`config.mk`:
```
export PLATFORM = sky130hd
export DESIGN_NAME = mrp_temp
export DESIGN_NICKNAME = d
export VERILOG_FILES = /design/src/rtl/mrp_pkg.sv /design/src/rtl/mrp_temp.sv
export SDC_FILE = /design/constraint.sdc
export NUM_CORES = 1
export LEC_CHECK = 0
export BUFFER_PORTS_ARGS = -buffer_cell sky130_fd_sc_hd__buf_4
export CAP_MARGIN = 20
export CORE_MARGIN = 2
export CORE_UTILIZATION = 60
export DETAILED_ROUTE_END_ITERATION = 16
export MAX_ROUTING_LAYER = met4
export PLACE_DENSITY = 0.77
export SLEW_MARGIN = 20
export SYNTH_ARGS = -nofsm -noshare
export SYNTH_HDL_FRONTEND = slang
export SYNTH_SLANG_ARGS = --single-unit
```
`constraint.sdc`:
```
create_clock -name vclk -period 15.7
set_input_delay 1.57 -clock vclk [all_inputs]
set_output_delay 1.57 -clock vclk [all_outputs]
set_load 0.1 [all_outputs]
```
`src/rtl/mrp_pkg.sv`:
```
// Shared types, constants and scale tables for the magnetometer conversion.
// Used by mrp_axis, mrp_temp and the top level; depends on nothing else.
package mrp_pkg;

  localparam int unsigned RawW     = 16;
  localparam int unsigned FieldW   = 25;
  localparam int unsigned TempW    = 19;
  localparam int unsigned CfgIdxW  = 3;
  localparam int unsigned CfgDataW = 4;

  // Field scaling: q = (|c| * ScaleTab[k] + RoundOffset) >> FracW
  localparam int unsigned FracW    = 24;
  localparam int unsigned ScaleW   = 36;
  localparam int unsigned MagW     = 16;
  localparam int unsigned ProdW    = MagW + ScaleW;
  localparam int unsigned QuotW    = ProdW - FracW;
  localparam int unsigned SatBit   = FieldW - 1;
  localparam longint      Divisor  = 375;
  localparam longint      RoundNum = 187;
  localparam logic [FracW-1:0] RoundOffset =
    FracW'(((RoundNum << FracW) + Divisor - 1) / Divisor);

  localparam logic signed [FieldW-1:0] FieldMax = {1'b0, {(FieldW-1){1'b1}}};
  localparam logic signed [FieldW-1:0] FieldMin = {1'b1, {(FieldW-1){1'b0}}};

  // Temperature: round((raw * 640 - TempBias) / 113), ties away from zero
  localparam int unsigned TempNumW  = 26;
  localparam int unsigned TempMagW  = TempNumW - 1;
  localparam int unsigned TempRecW  = 26;
  localparam int unsigned TempShift = 32;
  localparam int unsigned TempQW    = TempW - 1;
  localparam longint      TempDiv   = 113;
  localparam logic [TempNumW-1:0] TempBias  = TempNumW'(28872960);
  localparam logic [TempMagW-1:0] TempHalf  = TempMagW'(TempDiv / 2);
  localparam logic [TempRecW-1:0] TempRecip =
    TempRecW'(((longint'(1) << TempShift) + TempDiv - 1) / TempDiv);

  // Resolution codes with a fixed offset, and the alternate Hall setting code
  localparam logic [1:0] ResMidScale = 2'd2;
  localparam logic [1:0] ResQuarter  = 2'd3;
  localparam logic [3:0] HallAlt     = 4'd12;

  typedef enum logic [CfgIdxW-1:0] {
    CfgGain     = 3'd0,
    CfgHall     = 3'd1,
    CfgResX     = 3'd2,
    CfgResY     = 3'd3,
    CfgResZ     = 3'd4,
    CfgTempComp = 3'd5
  } cfg_idx_e;

  typedef struct packed {
    logic       is_z;
    logic       alt;
    logic [2:0] gain;
    logic [1:0] res;
    logic       comp;
  } axis_cfg_t;

  typedef logic [ScaleW-1:0] scale_tab_t [128];

  // Entry {is_z, alt, gain, res}: ceil(sens * gain_sixths * 16 * 2^res * 2^FracW / 375)
  function automatic scale_tab_t build_scale_tab();
    scale_tab_t tab;
    longint     sens;
    longint     g6;
    longint     m;
    for (int k = 0; k < 128; k++) begin
      case ((k >> 5) & 3)
        0: sens = 196;
        1: sens = 150;
        2: sens = 316;
        default: sens = 242;
      endcase
      case ((k >> 2) & 7)
        0: g6 = 30;
        1: g6 = 24;
        2: g6 = 18;
        3: g6 = 15;
        4: g6 = 12;
        5: g6 = 10;
        6: g6 = 8;
        default: g6 = 6;
      endcase
      m = (sens * g6 * 16) << (k & 3);
      tab[k] = ScaleW'(((m << FracW) + Divisor - 1) / Divisor);
    end
    return tab;
  endfunction

  localparam scale_tab_t ScaleTab = build_scale_tab();

endpackage

```
`src/rtl/mrp_temp.sv`:
```
// Temperature conversion to 1/256 degree C, rounded by reciprocal multiply.
// Depends on mrp_pkg for the bias and reciprocal constants.
module mrp_temp (
  input  logic [mrp_pkg::RawW-1:0]         raw_i,
  output logic signed [mrp_pkg::TempW-1:0] temp_o
);
  import mrp_pkg::*;

  localparam int unsigned TProdW = TempMagW + TempRecW;

  logic [TempNumW-1:0] num;
  logic [TempNumW-1:0] num_neg;
  logic                neg;
  logic [TempMagW-1:0] mag;
  logic [TProdW-1:0]   prod;
  logic [TempQW-1:0]   quot;

  // raw * 640 = raw * 512 + raw * 128
  assign num     = (TempNumW'(raw_i) << 9) + (TempNumW'(raw_i) << 7) - TempBias;
  assign num_neg = ~num + TempNumW'(1);
  assign neg     = num[TempNumW-1];
  assign mag     = (neg ? num_neg[TempMagW-1:0] : num[TempMagW-1:0]) + TempHalf;
  assign prod    = TProdW'(mag) * TProdW'(TempRecip);
  assign quot    = prod[TempShift+TempQW-1:TempShift];
  assign temp_o  = neg ? TempW'(0) - {1'b0, quot} : {1'b0, quot};

endmodule

```
# --- Word level (Yosys, flattened, before mapping) ---
# Index checks and enable logic that the tools add are counted.
op_classes:
  add_sub_neg: 5
  n_mul: 1
  muxes: 2
  bitwise: 1
ops:
  columns: ["operator", "count"]
  rows:
  - ["25-bit by 26-bit multiplier with 50-bit output, second input constant", 1]
  - ["25-bit by 23-bit adder with 26-bit output", 1]
  - ["26-bit by 25-bit subtractor with 26-bit output, second input constant", 1]
  - ["25-bit by 1-bit adder with 25-bit output, second input constant", 1]
  - ["25-bit by 6-bit adder with 25-bit output, second input constant", 1]
  - ["25-bit 2-to-1 mux", 1]
  - ["25-bit inverter", 1]
  - ["19-bit 2-to-1 mux", 1]
  - ["1-bit by 18-bit subtractor with 19-bit output, first input constant", 1]
word_totals:
  reg_bits: 0
  output_inout_bits: 19
  elab_cells: 9

# --- Longest topological paths before layout ---
logic_depth:
  ltp_word: 9
  ltp_mapped: 40
  depth_no_buf: 38

# --- Worst setup path after synthesis ---
# Ideal clock, no wire load.
synth_timing:
  path_type: "input to output"
  startpoint: "input raw_i[0] (netlist name)"
  endpoint: "output temp_o[14] (netlist name)"
  t_arrival_ps: 14341
  t_required_ps: 14130
  slack_ps: -211
  stages: 37
  path_buffers: 1
  cell_sequence: "inv_1 > ha_1 > inv_1 > ha_1 > fa_1 > a211oi_2 > o21ai_1 > a31o_1 > and3_1 > o31ai_1 > clkbuf_1 > o31ai_1 > xnor2_1 > inv_1 > fa_1 > inv_1 > fa_1 > inv_1 > fa_1 > fa_1 > fa_1 > inv_1 > fa_1 > inv_1 > ha_1 > ha_1 > and3_1 > and3_1 > o211ai_1 > and4_1 > nor3_1 > inv_1 > ha_1 > a31oi_1 > nand4b_1 > o31ai_1 > xnor2_1"
synth_between:
  elab_chain_cells: 9
synth_rtl:
  columns: ["element", "line", "source"]
  rows:
  - ["start, declared", "mrp_temp.sv:4", "input logic [mrp_pkg::RawW-1:0] raw_i,"]
  - ["25-bit by 23-bit adder with 26-bit output *", "mrp_temp.sv:19", "assign num = (TempNumW'(raw_i) << 9) + (TempNumW'(raw_i) << 7) - TempBias;"]
  - ["26-bit by 25-bit subtractor with 26-bit output *", "mrp_temp.sv:19", null]
  - ["25-bit inverter", "mrp_temp.sv:20", "assign num_neg = ~num + TempNumW'(1);"]
  - ["25-bit by 1-bit adder with 25-bit output", "mrp_temp.sv:20", null]
  - ["25-bit 2-to-1 mux", "mrp_temp.sv:22", "assign mag = (neg ? num_neg[TempMagW-1:0] : num[TempMagW-1:0]) + TempHalf;"]
  - ["25-bit by 6-bit adder with 25-bit output", "mrp_temp.sv:22", null]
  - ["25-bit by 26-bit multiplier with 50-bit output", "mrp_temp.sv:23", "assign prod = TProdW'(mag) * TProdW'(TempRecip);"]
  - ["1-bit by 18-bit subtractor with 19-bit output", "mrp_temp.sv:25", "assign temp_o = neg ? TempW'(0) - {1'b0, quot} : {1'b0, quot};"]
  - ["19-bit 2-to-1 mux *", "mrp_temp.sv:25", null]
  - ["end, declared", "mrp_temp.sv:5", "output logic signed [mrp_pkg::TempW-1:0] temp_o"]
# Every way passes the cells marked *; elsewhere a longest branch is shown, timed or not.

# --- Worst setup path in the final report ---
layout_timing:
  startpoint: "input raw_i[0] (netlist name)"
  endpoint: "output temp_o[17] (netlist name)"
# The elaborated chain is that of the path after synthesis.

==> results by group <==
Run
  – Max_cap viols: 0

Synth
  – Synth cell types: 75
  – Synth Net Count: 1541
  – Mean Syn Cell Area: a little over 9 um^2
  – Yosys warning count: 0
  – Register area share after synthesis: 0
  – Synthesized area: 10200 um^2
  – Synthesized netlist cell count: approximately 1100

Timing
  – Slew HR: 0.464
  – Final Cycle Share: 0.902
  – Worst-margin pin slew: 0.795 ns
  – Final hold violations: 0
  – Post-route minimum period: ~14 ns
  – RSZ-0062 raised after global routing: false
  – TNS Setup: 0 ns
  – Count of final setup violators: 0
  – Max Clk Rate: 0.0706 GHz
  – Pins Over Slew Limit: 0

Finish
  – Clock buf count: 0
  – Footprint of the multi-input gates: 9100 um^2
  – Design Area, Final: 10900 um^2
  – Register area: 0 um^2
  – FFs & Latches: 0
  – Filler cells: 1387
  – P&R area growth vs syn: 6.15%
  – Most frequent cells in the layout: inv_1, ha_1, fa_1
  – Most common cell after layout, fill and taps aside: inv_1
  – Fin nets: 1583
  – Non-Filler Instances: 1383
  – Share of layout cells above drive strength 1: 0.0679
  – ANT cells: 0

Floorplanning
  – Initial Utilization: 0.615
  – Die area: 18100 um^2
  – I/O pin cnt: 35
  – Site Rows: 47
  – Die Y: 135 um
  – Die width: 135 um
  – Core box area: 16600 um^2

Routing
  – Via Count: roughly 7600
  – Vias per cell: 5.51
  – DR iter-0 viols: 373
  – Total Wirelength: 23200 um
  – Antenna viol nets, final: 0
  – Drt pass-1 iters: 5
  – Routed WL per cell: 16.8 um
  – Drt drc: 0

CTS
  – # Post-CTS Setup Buffers: 0
  – Hold buffer count at cts: 0
  – Post-cts gate resize count: 0

Critical path
  – Arrival @ worst endpoint: 12.60 ns
  – Startpoint Class: primary input
  – CP most frequent cell: fa_1
  – Setup CP Type: primary input to output pin
  – Endpoint class of the critical path: output pin
  – Slowest cell on crit path: fa_1
  – Largest stage delay, worst path: 0.61 ns
  – Crit Path Max Fanout: 17
  – Worst EP required: 14.13 ns

GRT
  – Gr usage total: 0.289
  – First-pass GRT wire length: 40600 um
  – GR Overflow Total: 0
  – Initial antenna violation count: 0
  – Vias in the first global route: 8080
  – Largest net degree at the start of global routing: 20

Place
  – Post-placement cell count: 1383
  – Port bufs: 35
  – Global placer's final weighted congestion: 0.987
  – DP Area: 10900 um^2
  – DPL Wire Length: 21000 um

Worst hold path
  – Min-delay worst type: primary input to output pin

Outcome
  – Status: finished, final reports clean
==> synthesized netlist by cell type (5+ instances only) <==
cell type	n	area [um^2]
fa_1	174	3480
o31ai_1	7	52.6
o211ai_1	9	67.6
o21ai_1	5	25.0
or3_1	7	43.8
xnor2_1	35	307
a21oi_1	42	210
nand2b_1	5	31.3
and2_1	8	50.1
and3_1	6	37.5
o21ai_0	30	150
xor2_1	21	184
a31oi_1	11	68.8
nand3_1	11	55.1
clkbuf_1	11	41.3
a21o_1	8	60.1
or4_1	5	37.5
inv_1	292	1100
a211oi_1	14	105
o21a_1	7	52.6
nand4_1	9	56.3
nor2_1	38	143
nand2_1	42	158
nor3_1	14	70.1
nor2b_1	5	31.3
ha_1	228	2850
==> per-stage QoR <==
step                      worst slack [ns]  hold slack [ns]   util
final                                 1.53             3.98  0.653
after global routing                 0.948             4.04  0.653
after detailed placement              1.59             3.98  0.653
after CTS                             1.58             3.98  0.653
after global placement                1.68             3.96  0.653
after floorplan                      0.732             4.06      -
==> worst paths after layout <==
kind                      start         end  cells past startpoint  slack [ns]
worst min-delay path  raw_i[14]  temp_o[12]                      6        3.98
worst max-delay path   raw_i[0]  temp_o[17]                     38        1.53
==> cell type report <==
cell class / instances / share of cell area
timing repair buffer: 52 / 0.0359
multi-input combinational: 819 / 0.838
tap: 220 / 0.0253
inverter: 292 / 0.101
==> worst max-delay path, delay by kind of cell <==
kind | cells | cell delay, ns
xor gates and xnor gates | 3 | 0.87
and+or+nand+nor | 5 | 1.69
AOI/OAI and AO/OA | 9 | 2.09
buffers and inverters | 10 | 1.74
adders and majority gates | 11 | 4.61
==> per-layer routing <==
layer	GRT usage	vias to the layer above	part of all wire
met2	0.482	158	0.49
li1	-	3769	-
met1	0.403	3674	0.45
met5	-	-	0
met4	0.0450	0	0.018
met3	0.0139	25	0.037
==> cell families after synthesis <==
logic type | after synthesis | synth area share
and+or+nand+nor | 182 | 0.0983
xor gates and xnor gates | 57 | 0.0503
AOI/OAI and AO/OA | 174 | 0.117
muxes | 4 | 0.00391
buffers and inverters | 304 | 0.112
adders and majority gates | 402 | 0.619
Power is left out: the tool's default activity adds up to more than one toggle a clock period on the data nets, which glitch-free logic cannot reach.
